[src/yppr_pkg.sv]
`timescale 1ns / 1ps
// ----------------------------------------------------------------------------
// yppr_pkg
// Shared types and constants of the YCbCr to RGB pixel unpacker.
// ----------------------------------------------------------------------------
package yppr_pkg;

  // layout codes
  localparam logic [2:0] LAYOUT_YUYV = 3'd0;
  localparam logic [2:0] LAYOUT_YVYU = 3'd1;
  localparam logic [2:0] LAYOUT_UYVY = 3'd2;
  localparam logic [2:0] LAYOUT_VYUY = 3'd3;
  localparam logic [2:0] LAYOUT_SEP  = 3'd4;
  localparam logic [2:0] LAYOUT_WORD = 3'd5;

  // register indexes
  localparam logic [2:0] REG_LAYOUT = 3'd0;
  localparam logic [2:0] REG_ASLOT  = 3'd1;
  localparam logic [2:0] REG_VR     = 3'd2;
  localparam logic [2:0] REG_UG     = 3'd3;
  localparam logic [2:0] REG_VG     = 3'd4;
  localparam logic [2:0] REG_UB     = 3'd5;

  localparam int unsigned APB_AW = 5;
  localparam int unsigned COEF_W = 19;
  localparam int unsigned PROD_W = 28;
  localparam int unsigned SUM_W  = 29;

  localparam logic signed [COEF_W-1:0] COEF_VR_RST = 19'sd104597;
  localparam logic signed [COEF_W-1:0] COEF_UG_RST = -19'sd25675;
  localparam logic signed [COEF_W-1:0] COEF_VG_RST = -19'sd53279;
  localparam logic signed [COEF_W-1:0] COEF_UB_RST = 19'sd132201;

  localparam logic [8:0] CHROMA_OFS = 9'd127;

  localparam logic [2:0] PIX_BYTES_RGB  = 3'd3;
  localparam logic [2:0] PIX_BYTES_WORD = 3'd4;

  typedef struct packed {
    logic [2:0]               layout;
    logic [1:0]               alpha_slot;
    logic signed [COEF_W-1:0] vr;
    logic signed [COEF_W-1:0] ug;
    logic signed [COEF_W-1:0] vg;
    logic signed [COEF_W-1:0] ub;
  } yppr_cfg_t;

  // one pixel on its way into the conversion pipeline
  typedef struct packed {
    logic [7:0]  y;
    logic [7:0]  u;
    logic [7:0]  v;
    logic [31:0] word;
    logic        pass;
    logic        last;
  } yppr_task_t;

endpackage

[src/yppr_cfg.sv]
`timescale 1ns / 1ps
// ----------------------------------------------------------------------------
// yppr_cfg
// APB register file: layout, alpha slot and the four chroma coefficients.
// ----------------------------------------------------------------------------
module yppr_cfg import yppr_pkg::*; (
  input  logic              clk_i,
  input  logic              rst_ni,
  input  logic              psel,
  input  logic              penable,
  input  logic              pwrite,
  input  logic [APB_AW-1:0] paddr,
  input  logic [31:0]       pwdata,
  output logic [31:0]       prdata,
  output logic              pready,
  output yppr_cfg_t         cfg_o
);

  yppr_cfg_t  cfg_q, cfg_d;
  logic [2:0] idx;
  logic       wr_en;

  assign pready = 1'b1;
  assign idx    = paddr[APB_AW-1:2];
  assign wr_en  = psel & penable & pwrite & pready;

  always_comb begin
    cfg_d = cfg_q;
    if (wr_en) begin
      unique case (idx)
        REG_LAYOUT: cfg_d.layout     = pwdata[2:0];
        REG_ASLOT:  cfg_d.alpha_slot = pwdata[1:0];
        REG_VR:     cfg_d.vr         = pwdata[COEF_W-1:0];
        REG_UG:     cfg_d.ug         = pwdata[COEF_W-1:0];
        REG_VG:     cfg_d.vg         = pwdata[COEF_W-1:0];
        REG_UB:     cfg_d.ub         = pwdata[COEF_W-1:0];
        default: ;
      endcase
    end
  end

  always_ff @(posedge clk_i or negedge rst_ni) begin
    if (!rst_ni) begin
      cfg_q.layout     <= LAYOUT_YUYV;
      cfg_q.alpha_slot <= 2'd3;
      cfg_q.vr         <= COEF_VR_RST;
      cfg_q.ug         <= COEF_UG_RST;
      cfg_q.vg         <= COEF_VG_RST;
      cfg_q.ub         <= COEF_UB_RST;
    end else begin
      cfg_q <= cfg_d;
    end
  end

  always_comb begin
    unique case (idx)
      REG_LAYOUT: prdata = {29'd0, cfg_q.layout};
      REG_ASLOT:  prdata = {30'd0, cfg_q.alpha_slot};
      REG_VR:     prdata = 32'(cfg_q.vr);
      REG_UG:     prdata = 32'(cfg_q.ug);
      REG_VG:     prdata = 32'(cfg_q.vg);
      REG_UB:     prdata = 32'(cfg_q.ub);
      default:    prdata = 32'd0;
    endcase
  end

  assign cfg_o = cfg_q;

endmodule

[src/yppr_unpack.sv]
`timescale 1ns / 1ps
// ----------------------------------------------------------------------------
// yppr_unpack
// Input holding register; splits one word into one or two pixel tasks.
// ----------------------------------------------------------------------------
module yppr_unpack import yppr_pkg::*; (
  input  logic       clk_i,
  input  logic       rst_ni,
  input  yppr_cfg_t  cfg_i,
  input  logic       in_valid_i,
  output logic       in_ready_o,
  input  logic [63:0] in_data_i,
  output logic       task_valid_o,
  input  logic       task_ready_i,
  output yppr_task_t task_o
);

  logic        valid_q, valid_d;
  logic        second_q, second_d;
  logic [31:0] word_q;
  logic [7:0]  y_q, u_q, v_q, alpha_q;
  logic [7:0]  b [4];
  logic [7:0]  y0, y1, cu, cv;
  logic        packed_lay, legal, fire, done;
  logic [31:0] aword;

  assign packed_lay = (cfg_i.layout == LAYOUT_YUYV) || (cfg_i.layout == LAYOUT_YVYU) ||
                      (cfg_i.layout == LAYOUT_UYVY) || (cfg_i.layout == LAYOUT_VYUY);
  assign legal      = packed_lay || (cfg_i.layout == LAYOUT_SEP) ||
                      (cfg_i.layout == LAYOUT_WORD);

  always_comb begin
    for (int i = 0; i < 4; i++) begin
      b[i] = word_q[8*i +: 8];
    end
  end

  always_comb begin
    y0 = b[0]; cu = b[1]; y1 = b[2]; cv = b[3];
    unique case (cfg_i.layout)
      LAYOUT_YVYU: begin y0 = b[0]; cv = b[1]; y1 = b[2]; cu = b[3]; end
      LAYOUT_UYVY: begin cu = b[0]; y0 = b[1]; cv = b[2]; y1 = b[3]; end
      LAYOUT_VYUY: begin cv = b[0]; y0 = b[1]; cu = b[2]; y1 = b[3]; end
      default: ;
    endcase
  end

  always_comb begin
    for (int i = 0; i < 4; i++) begin
      aword[8*i +: 8] = (cfg_i.alpha_slot == 2'(i)) ? alpha_q : b[i];
    end
  end

  always_comb begin
    task_o.word = aword;
    task_o.pass = (cfg_i.layout == LAYOUT_WORD);
    if (packed_lay) begin
      task_o.y    = second_q ? y1 : y0;
      task_o.u    = cu;
      task_o.v    = cv;
      task_o.last = second_q;
    end else begin
      task_o.y    = y_q;
      task_o.u    = u_q;
      task_o.v    = v_q;
      task_o.last = 1'b1;
    end
  end

  assign task_valid_o = valid_q;
  assign fire         = valid_q & task_ready_i;
  assign done         = !packed_lay || second_q;
  assign in_ready_o   = !valid_q || (task_ready_i && done);

  always_comb begin
    valid_d  = valid_q;
    second_d = second_q;
    if (fire) begin
      if (done) begin
        valid_d  = 1'b0;
        second_d = 1'b0;
      end else begin
        second_d = 1'b1;
      end
    end
    // unused layout codes: take the word and drop it
    if (in_valid_i && in_ready_o) begin
      valid_d  = legal;
      second_d = 1'b0;
    end
  end

  always_ff @(posedge clk_i or negedge rst_ni) begin
    if (!rst_ni) begin
      valid_q  <= 1'b0;
      second_q <= 1'b0;
    end else begin
      valid_q  <= valid_d;
      second_q <= second_d;
    end
  end

  always_ff @(posedge clk_i) begin
    if (in_valid_i && in_ready_o) begin
      word_q  <= in_data_i[31:0];
      y_q     <= in_data_i[39:32];
      u_q     <= in_data_i[47:40];
      v_q     <= in_data_i[55:48];
      alpha_q <= in_data_i[63:56];
    end
  end

`ifndef NO_ASSERTIONS
  a_second_held: assert property (@(posedge clk_i) disable iff (!rst_ni)
    second_q |-> valid_q) else $error("second pixel pending without a held word");
  a_stall_holds: assert property (@(posedge clk_i) disable iff (!rst_ni)
    valid_q && !task_ready_i |=> valid_q && $stable(second_q))
    else $error("held word lost under stall");
  a_drop_unused: assert property (@(posedge clk_i) disable iff (!rst_ni)
    in_valid_i && in_ready_o && !legal |=> !valid_q)
    else $error("word with unused layout kept");
`endif

endmodule

[src/yppr_csc.sv]
`timescale 1ns / 1ps
// ----------------------------------------------------------------------------
// yppr_csc
// Four-stage elastic color conversion: operands, products, sums, saturate.
// ----------------------------------------------------------------------------
module yppr_csc import yppr_pkg::*; (
  input  logic        clk_i,
  input  logic        rst_ni,
  input  yppr_cfg_t   cfg_i,
  input  logic        task_valid_i,
  output logic        task_ready_o,
  input  yppr_task_t  task_i,
  output logic        out_valid_o,
  input  logic        out_ready_i,
  output logic [31:0] out_data_o,
  output logic [2:0]  out_user_o,
  output logic        out_last_o
);

  logic v1_q, v2_q, v3_q, v4_q;
  logic rdy1, rdy2, rdy3, rdy4;

  yppr_task_t t1_q;

  logic signed [PROD_W-1:0] pvr_q, pug_q, pvg_q, pub_q;
  logic [7:0]  y2_q;
  logic [31:0] w2_q, w3_q;
  logic        pass2_q, last2_q, pass3_q, last3_q;

  logic signed [SUM_W-1:0] sr_q, sg_q, sb_q;

  logic [31:0] o_data_q;
  logic [2:0]  o_user_q;
  logic        o_last_q;

  logic signed [8:0]        cu, cv;
  logic signed [PROD_W-1:0] pvr_d, pug_d, pvg_d, pub_d;
  logic signed [SUM_W-1:0]  ysh;
  logic [7:0]               r8, g8, b8;

  function automatic logic [7:0] sat8(input logic signed [SUM_W-1:0] s);
    logic [7:0] r;
    if (s[SUM_W-1]) begin
      r = 8'd0;
    end else if (|s[SUM_W-2:24]) begin
      r = 8'hFF;
    end else begin
      r = s[23:16];
    end
    return r;
  endfunction

  assign rdy4 = !v4_q || out_ready_i;
  assign rdy3 = !v3_q || rdy4;
  assign rdy2 = !v2_q || rdy3;
  assign rdy1 = !v1_q || rdy2;
  assign task_ready_o = rdy1;

  // stage 2 operands
  assign cu    = $signed({1'b0, t1_q.u} - CHROMA_OFS);
  assign cv    = $signed({1'b0, t1_q.v} - CHROMA_OFS);
  assign pvr_d = PROD_W'(cfg_i.vr) * PROD_W'(cv);
  assign pug_d = PROD_W'(cfg_i.ug) * PROD_W'(cu);
  assign pvg_d = PROD_W'(cfg_i.vg) * PROD_W'(cv);
  assign pub_d = PROD_W'(cfg_i.ub) * PROD_W'(cu);

  assign ysh = $signed({5'd0, y2_q, 16'd0});

  assign r8 = sat8(sr_q);
  assign g8 = sat8(sg_q);
  assign b8 = sat8(sb_q);

  always_ff @(posedge clk_i or negedge rst_ni) begin
    if (!rst_ni) begin
      v1_q <= 1'b0;
      v2_q <= 1'b0;
      v3_q <= 1'b0;
      v4_q <= 1'b0;
    end else begin
      if (rdy1) v1_q <= task_valid_i;
      if (rdy2) v2_q <= v1_q;
      if (rdy3) v3_q <= v2_q;
      if (rdy4) v4_q <= v3_q;
    end
  end

  always_ff @(posedge clk_i) begin
    if (rdy1 && task_valid_i) begin
      t1_q <= task_i;
    end
    if (rdy2 && v1_q) begin
      pvr_q   <= pvr_d;
      pug_q   <= pug_d;
      pvg_q   <= pvg_d;
      pub_q   <= pub_d;
      y2_q    <= t1_q.y;
      w2_q    <= t1_q.word;
      pass2_q <= t1_q.pass;
      last2_q <= t1_q.last;
    end
    if (rdy3 && v2_q) begin
      sr_q    <= ysh + SUM_W'(pvr_q);
      sg_q    <= ysh + SUM_W'(pug_q) + SUM_W'(pvg_q);
      sb_q    <= ysh + SUM_W'(pub_q);
      w3_q    <= w2_q;
      pass3_q <= pass2_q;
      last3_q <= last2_q;
    end
    if (rdy4 && v3_q) begin
      o_data_q <= pass3_q ? w3_q : {8'd0, b8, g8, r8};
      o_user_q <= pass3_q ? PIX_BYTES_WORD : PIX_BYTES_RGB;
      o_last_q <= last3_q;
    end
  end

  assign out_valid_o = v4_q;
  assign out_data_o  = o_data_q;
  assign out_user_o  = o_user_q;
  assign out_last_o  = o_last_q;

`ifndef NO_ASSERTIONS
  a_rgb_top_zero: assert property (@(posedge clk_i) disable iff (!rst_ni)
    v4_q && (o_user_q == PIX_BYTES_RGB) |-> (o_data_q[31:24] == 8'd0))
    else $error("rgb word with nonzero top byte");
  a_s3_held: assert property (@(posedge clk_i) disable iff (!rst_ni)
    v3_q && v4_q && !out_ready_i |=> v3_q && v4_q)
    else $error("sum stage dropped under stall");
  a_out_kind: assert property (@(posedge clk_i) disable iff (!rst_ni)
    v4_q |-> (o_user_q == PIX_BYTES_RGB) || (o_user_q == PIX_BYTES_WORD))
    else $error("bad byte count on output word");
`endif

endmodule

[src/yuv_packed_planar_to_rgb.sv]
`timescale 1ns / 1ps
// ----------------------------------------------------------------------------
// yuv_packed_planar_to_rgb
// YCbCr (4:2:2 packed or separate samples) to RGB888, plus alpha insertion.
// ----------------------------------------------------------------------------
// The output stream carries one pixel word per cycle while it is not stalled,
// and that sets the rate: a packed 4:2:2 input word gives two pixels, and the
// next word is taken only as its second pixel moves on; a separate-sample or
// color-plus-alpha word gives one pixel and is taken every cycle. Words
// arriving while layout 6 or 7 is set are taken and dropped. Each pixel
// passes through the operand, product, sum and saturation stages behind the
// holding register, and the second pixel of a packed word follows the first.
// Stalls on the output back up through the stages without loss. Write the
// registers only while the block is idle.
module yuv_packed_planar_to_rgb import yppr_pkg::*; (
  input  logic              clk_i,
  input  logic              rst_ni,
  // APB configuration
  input  logic              psel,
  input  logic              penable,
  input  logic              pwrite,
  input  logic [APB_AW-1:0] paddr,
  input  logic [31:0]       pwdata,
  output logic [31:0]       prdata,
  output logic              pready,
  // input stream
  input  logic              s_axis_tvalid,
  output logic              s_axis_tready,
  // pixel_word[31:0], sample_y[39:32], sample_u[47:40], sample_v[55:48],
  // alpha_byte[63:56]
  input  logic [63:0]       s_axis_tdata,
  // output stream
  output logic              m_axis_tvalid,
  input  logic              m_axis_tready,
  // out_byte0[7:0], out_byte1[15:8], out_byte2[23:16], out_byte3[31:24]
  output logic [31:0]       m_axis_tdata,
  // pixel_bytes[2:0]
  output logic [2:0]        m_axis_tuser,
  output logic              m_axis_tlast
);

  yppr_cfg_t  cfg;
  yppr_task_t task_w;
  logic       task_valid, task_ready;

  yppr_cfg u_cfg (
    .clk_i   (clk_i),
    .rst_ni  (rst_ni),
    .psel    (psel),
    .penable (penable),
    .pwrite  (pwrite),
    .paddr   (paddr),
    .pwdata  (pwdata),
    .prdata  (prdata),
    .pready  (pready),
    .cfg_o   (cfg)
  );

  yppr_unpack u_unpack (
    .clk_i        (clk_i),
    .rst_ni       (rst_ni),
    .cfg_i        (cfg),
    .in_valid_i   (s_axis_tvalid),
    .in_ready_o   (s_axis_tready),
    .in_data_i    (s_axis_tdata),
    .task_valid_o (task_valid),
    .task_ready_i (task_ready),
    .task_o       (task_w)
  );

  yppr_csc u_csc (
    .clk_i        (clk_i),
    .rst_ni       (rst_ni),
    .cfg_i        (cfg),
    .task_valid_i (task_valid),
    .task_ready_o (task_ready),
    .task_i       (task_w),
    .out_valid_o  (m_axis_tvalid),
    .out_ready_i  (m_axis_tready),
    .out_data_o   (m_axis_tdata),
    .out_user_o   (m_axis_tuser),
    .out_last_o   (m_axis_tlast)
  );

endmodule

[config.mk]
export PLATFORM = sky130hd
export DESIGN_NAME = yuv_packed_planar_to_rgb
export DESIGN_NICKNAME = d
export VERILOG_FILES = /design/src/yppr_pkg.sv /design/src/yppr_cfg.sv /design/src/yppr_unpack.sv /design/src/yppr_csc.sv /design/src/yuv_packed_planar_to_rgb.sv
export SDC_FILE = /design/constraint.sdc
export NUM_CORES = 2
export LEC_CHECK = 0
export BUFFER_PORTS_ARGS = -buffer_cell sky130_fd_sc_hd__buf_2
export CAP_MARGIN = 0
export CELL_PAD_IN_SITES_DETAIL_PLACEMENT = 1
export CELL_PAD_IN_SITES_GLOBAL_PLACEMENT = 2
export CORE_ASPECT_RATIO = 0.6
export CORE_MARGIN = 1
export CORE_UTILIZATION = 44
export DETAILED_ROUTE_END_ITERATION = 8
export GPL_TIMING_DRIVEN = 0
export PLACE_DENSITY_LB_ADDON = 0.1
export SLEW_MARGIN = 20
export SYNTH_ARGS = -nofsm -noshare
export SYNTH_HDL_FRONTEND = slang
export SYNTH_HIERARCHICAL = 1
export SYNTH_SLANG_ARGS = --single-unit
[constraint.sdc]
create_clock -name clk_i -period 8.7 [get_ports clk_i]
set_input_delay 0 -clock clk_i [delete_from_list [all_inputs] [get_ports clk_i]]
set_output_delay 0 -clock clk_i [all_outputs]
set_load 0.1 [all_outputs]
==> results_dict.tcl <==
set metrics [dict create \
    grt_max_degree 55 \
    ant_nets 0 \
    fp.dieH_um 237 \
    antenna_found_initial 11 \
    end_kind "flip-flop" \
    synth_area_per_cell_um2 11.7 \
    h-tree-depth 2 \
    grt-ovfl-total 0 \
    ys_types 80 \
    postCtsSetupRepairBufs 0 \
    dpl.hpwl_mm 101 \
    rrSetupSlack_ps 220 \
    totalWireLength_mm 126 \
    clock_latency_ps 630 \
    drv_cap 0 \
    synth_top_area_frac 0.282 \
    start_util 0.447 \
    rsz0062_at_grt "false" \
    skew_ps 47.2 \
    worstPathMaxFanout 10 \
    r2r-end "u_csc/pub_q[27]" \
    areaGrowthSynthToFinish_pct 12.4 \
    worst-setup-path-type "flip-flop to flip-flop" \
    drive_gt1_frac 0.134 \
    wire_per_inst_um 25.1 \
    endpoint "u_csc/pub_q[27]" \
    synth_edf_count 352 \
    grt_pass1_vias 29600 \
    fin_crit_ps 8480 \
    cts_root_buffer "clkbuf_16" \
    ys_seq_elements 439 \
    final_cell_mix "568 x fa_1, 448 x inv_1, 352 x edfxtp_1, 346 x and2_1, 285 x ha_1" \
    io_pins 179 \
    crit_start "u_csc/t1_q[42]" \
    dieWidth_um 393 \
    cts_buffer_depth 3 \
    clkTransAtPathRegs_ps 60 \
    cts_buffers 44 \
    core_area_um2 90300 \
    min_path_type "input pin to flip-flop" \
    grt.total_usage 0.276 \
    final_common_cell "fa_1" \
    drt-initial-drc-count 1758 \
    worstMarginPinSlew_ps 956 \
    r2r-start "u_csc/t1_q[42]" \
    nNetsFinal 4711 \
    finalSetupViolations 0 \
    first_pass_iters 5 \
    yosysTopAreaCell "fa_1" \
    cp-start-kind "flip-flop" \
    drc_errors 0 \
    synthTopCellsByArea "fa_1 28%, edfxtp_1 26%, ha_1 8.8%" \
    gp_congestion 0.880 \
    portBuffers 161 \
    worst_ep_arrival_time_ps 8810 \
    grt_pass1_wl_mm 190 \
    final_cell_area_um2 45400 \
    clock-sinks 439 \
    viasPerCell 5.40 \
    relSlewSlack 0.362 \
    synthArstFlopShare 0.198 \
    cp.required_ps 9030 \
    fmax_ghz 0.118 \
    status "finished clean" \
    vias 27100 \
    min_period_over_period 0.975 \
    finalHoldViolations 0 \
    drv_slew 0 \
    seq_area_frac_synth 0.317 \
    netlist_area_um2 40400 \
    cts_tree "yes" \
    syn_inst 3447 \
    ys_warn_count 6 \
    reg2regPathDepth 26 \
    die_area_um2 93000 \
    rows 85 \
    synth_fp_nets 4408 \
    synthFlopType "edfxtp_1" \
    dpl_cell_area_um2 43000 \
]
## state kept, by name, indices dropped and copies added, names as in the netlist, 28 cells and up
register / flops
u_unpack/word_q: 32
u_csc/w2_q: 32
u_csc/pug_q: 28
u_csc/pvg_q: 28
u_csc/t1_q: 58
u_cfg/cfg_o: 81
u_csc/out_data_o: 32
u_csc/w3_q: 32
## through the flow
step	hold WS (ps)	setup WS, ps	utilization	std cells	TNS, ps
5_1_grt	49.1	12.6	0.502	5001	0
2_1_floorplan	-296	2340	-	3447	0
4_1_cts	21.4	74.2	0.502	5003	0
6_report	45.5	220	0.503	5009	0
3_3_place_gp	178	-488	0.473	4826	-2590
3_5_place_dp	-0.0860	-475	0.476	4835	-3080
## area by class of cell
class	instances	area, µm²
inverter	448	1680
clock inverter	29	368
clock buffer	50	1130
tap	1218	1520
sequential	439	12800
antenna	8	20.0
fill	9571	44900
timing repair buffer	259	1930
multi-input combinational	2428	25300
buffer	130	649
## cell usage after synthesis (19+ instances only)
library cell	n
o21ai_0	59
mux2i_1	64
buf_4	21
nor2b_1	22
clkbuf_1	84
a21oi_1	52
xor2_1	36
nand2_1	266
xnor2_1	96
inv_1	448
dfstp_2	41
nand2b_1	81
o31ai_1	27
fa_1	568
edfxtp_1	352
dfrtp_1	46
nor2_1	141
or2_2	19
ha_1	285
a21o_1	34
nor3_1	19
mux2_2	128
and2_1	349
## worst min path at each step
stage	start	end	slack, ps	cells after the start
after global routing	paddr[2]	u_cfg/cfg_o[1]	50	4
after detailed placement	rst_ni	u_cfg/cfg_o[70]	-0.09	1
after global placement	s_axis_tdata[10]	u_unpack/word_q[10]	180	1
after floorplan	rst_ni	u_cfg/cfg_o[11]	-300	0
final	paddr[2]	u_cfg/cfg_o[1]	50	4
after CTS	paddr[2]	u_cfg/cfg_o[4]	20	4
## cell families after synthesis
family	synth area share
buffers and inverters	0.0575
other	0.0000929
adder cells (fa/ha/maj)	0.370
flip-flops	0.317
multiplexers	0.0546
AO/OA/AOI/OAI	0.0463
AND/OR/NAND/NOR	0.126
XOR/XNOR	0.0286
## per-layer routing
metal  track usage  share of wire  vias to the layer above
met1         0.434           0.49                    14400
li1              -              -                    11800
met5             0        0.00010                        -
met3        0.0545          0.077                       82
met2         0.401           0.43                      751
met4        0.0329          0.010                        2
## critical path, stage by stage, from the launching register on
cell       delay, ps
edfxtp_1         620
and3_1           230
nand3_1          120
nor2_1           160
xnor2_1          170
clkbuf_1         670
clkbuf_1         630
and2_1           230
ha_1             140
inv_1             50
fa_1             510
inv_1             60
fa_1             460
fa_1             510
inv_1             60
fa_1             510
inv_1             50
ha_1             300
nand4bb_1        110
nor4_1           670
o31ai_1          320
o31ai_2          450
o41ai_2          190
a21oi_2          320
a311oi_1         190
o31a_1           320
xnor2_1          120
## timing repair
item	CTS	global route
resized for setup	3	20
setup endpoints to repair	19	12
endpoints found under the hold margin	230	0
hold buffers	89	0
Power is left out: the tool's default activity adds up to more than one toggle a clock period on the data nets, which glitch-free logic cannot reach.
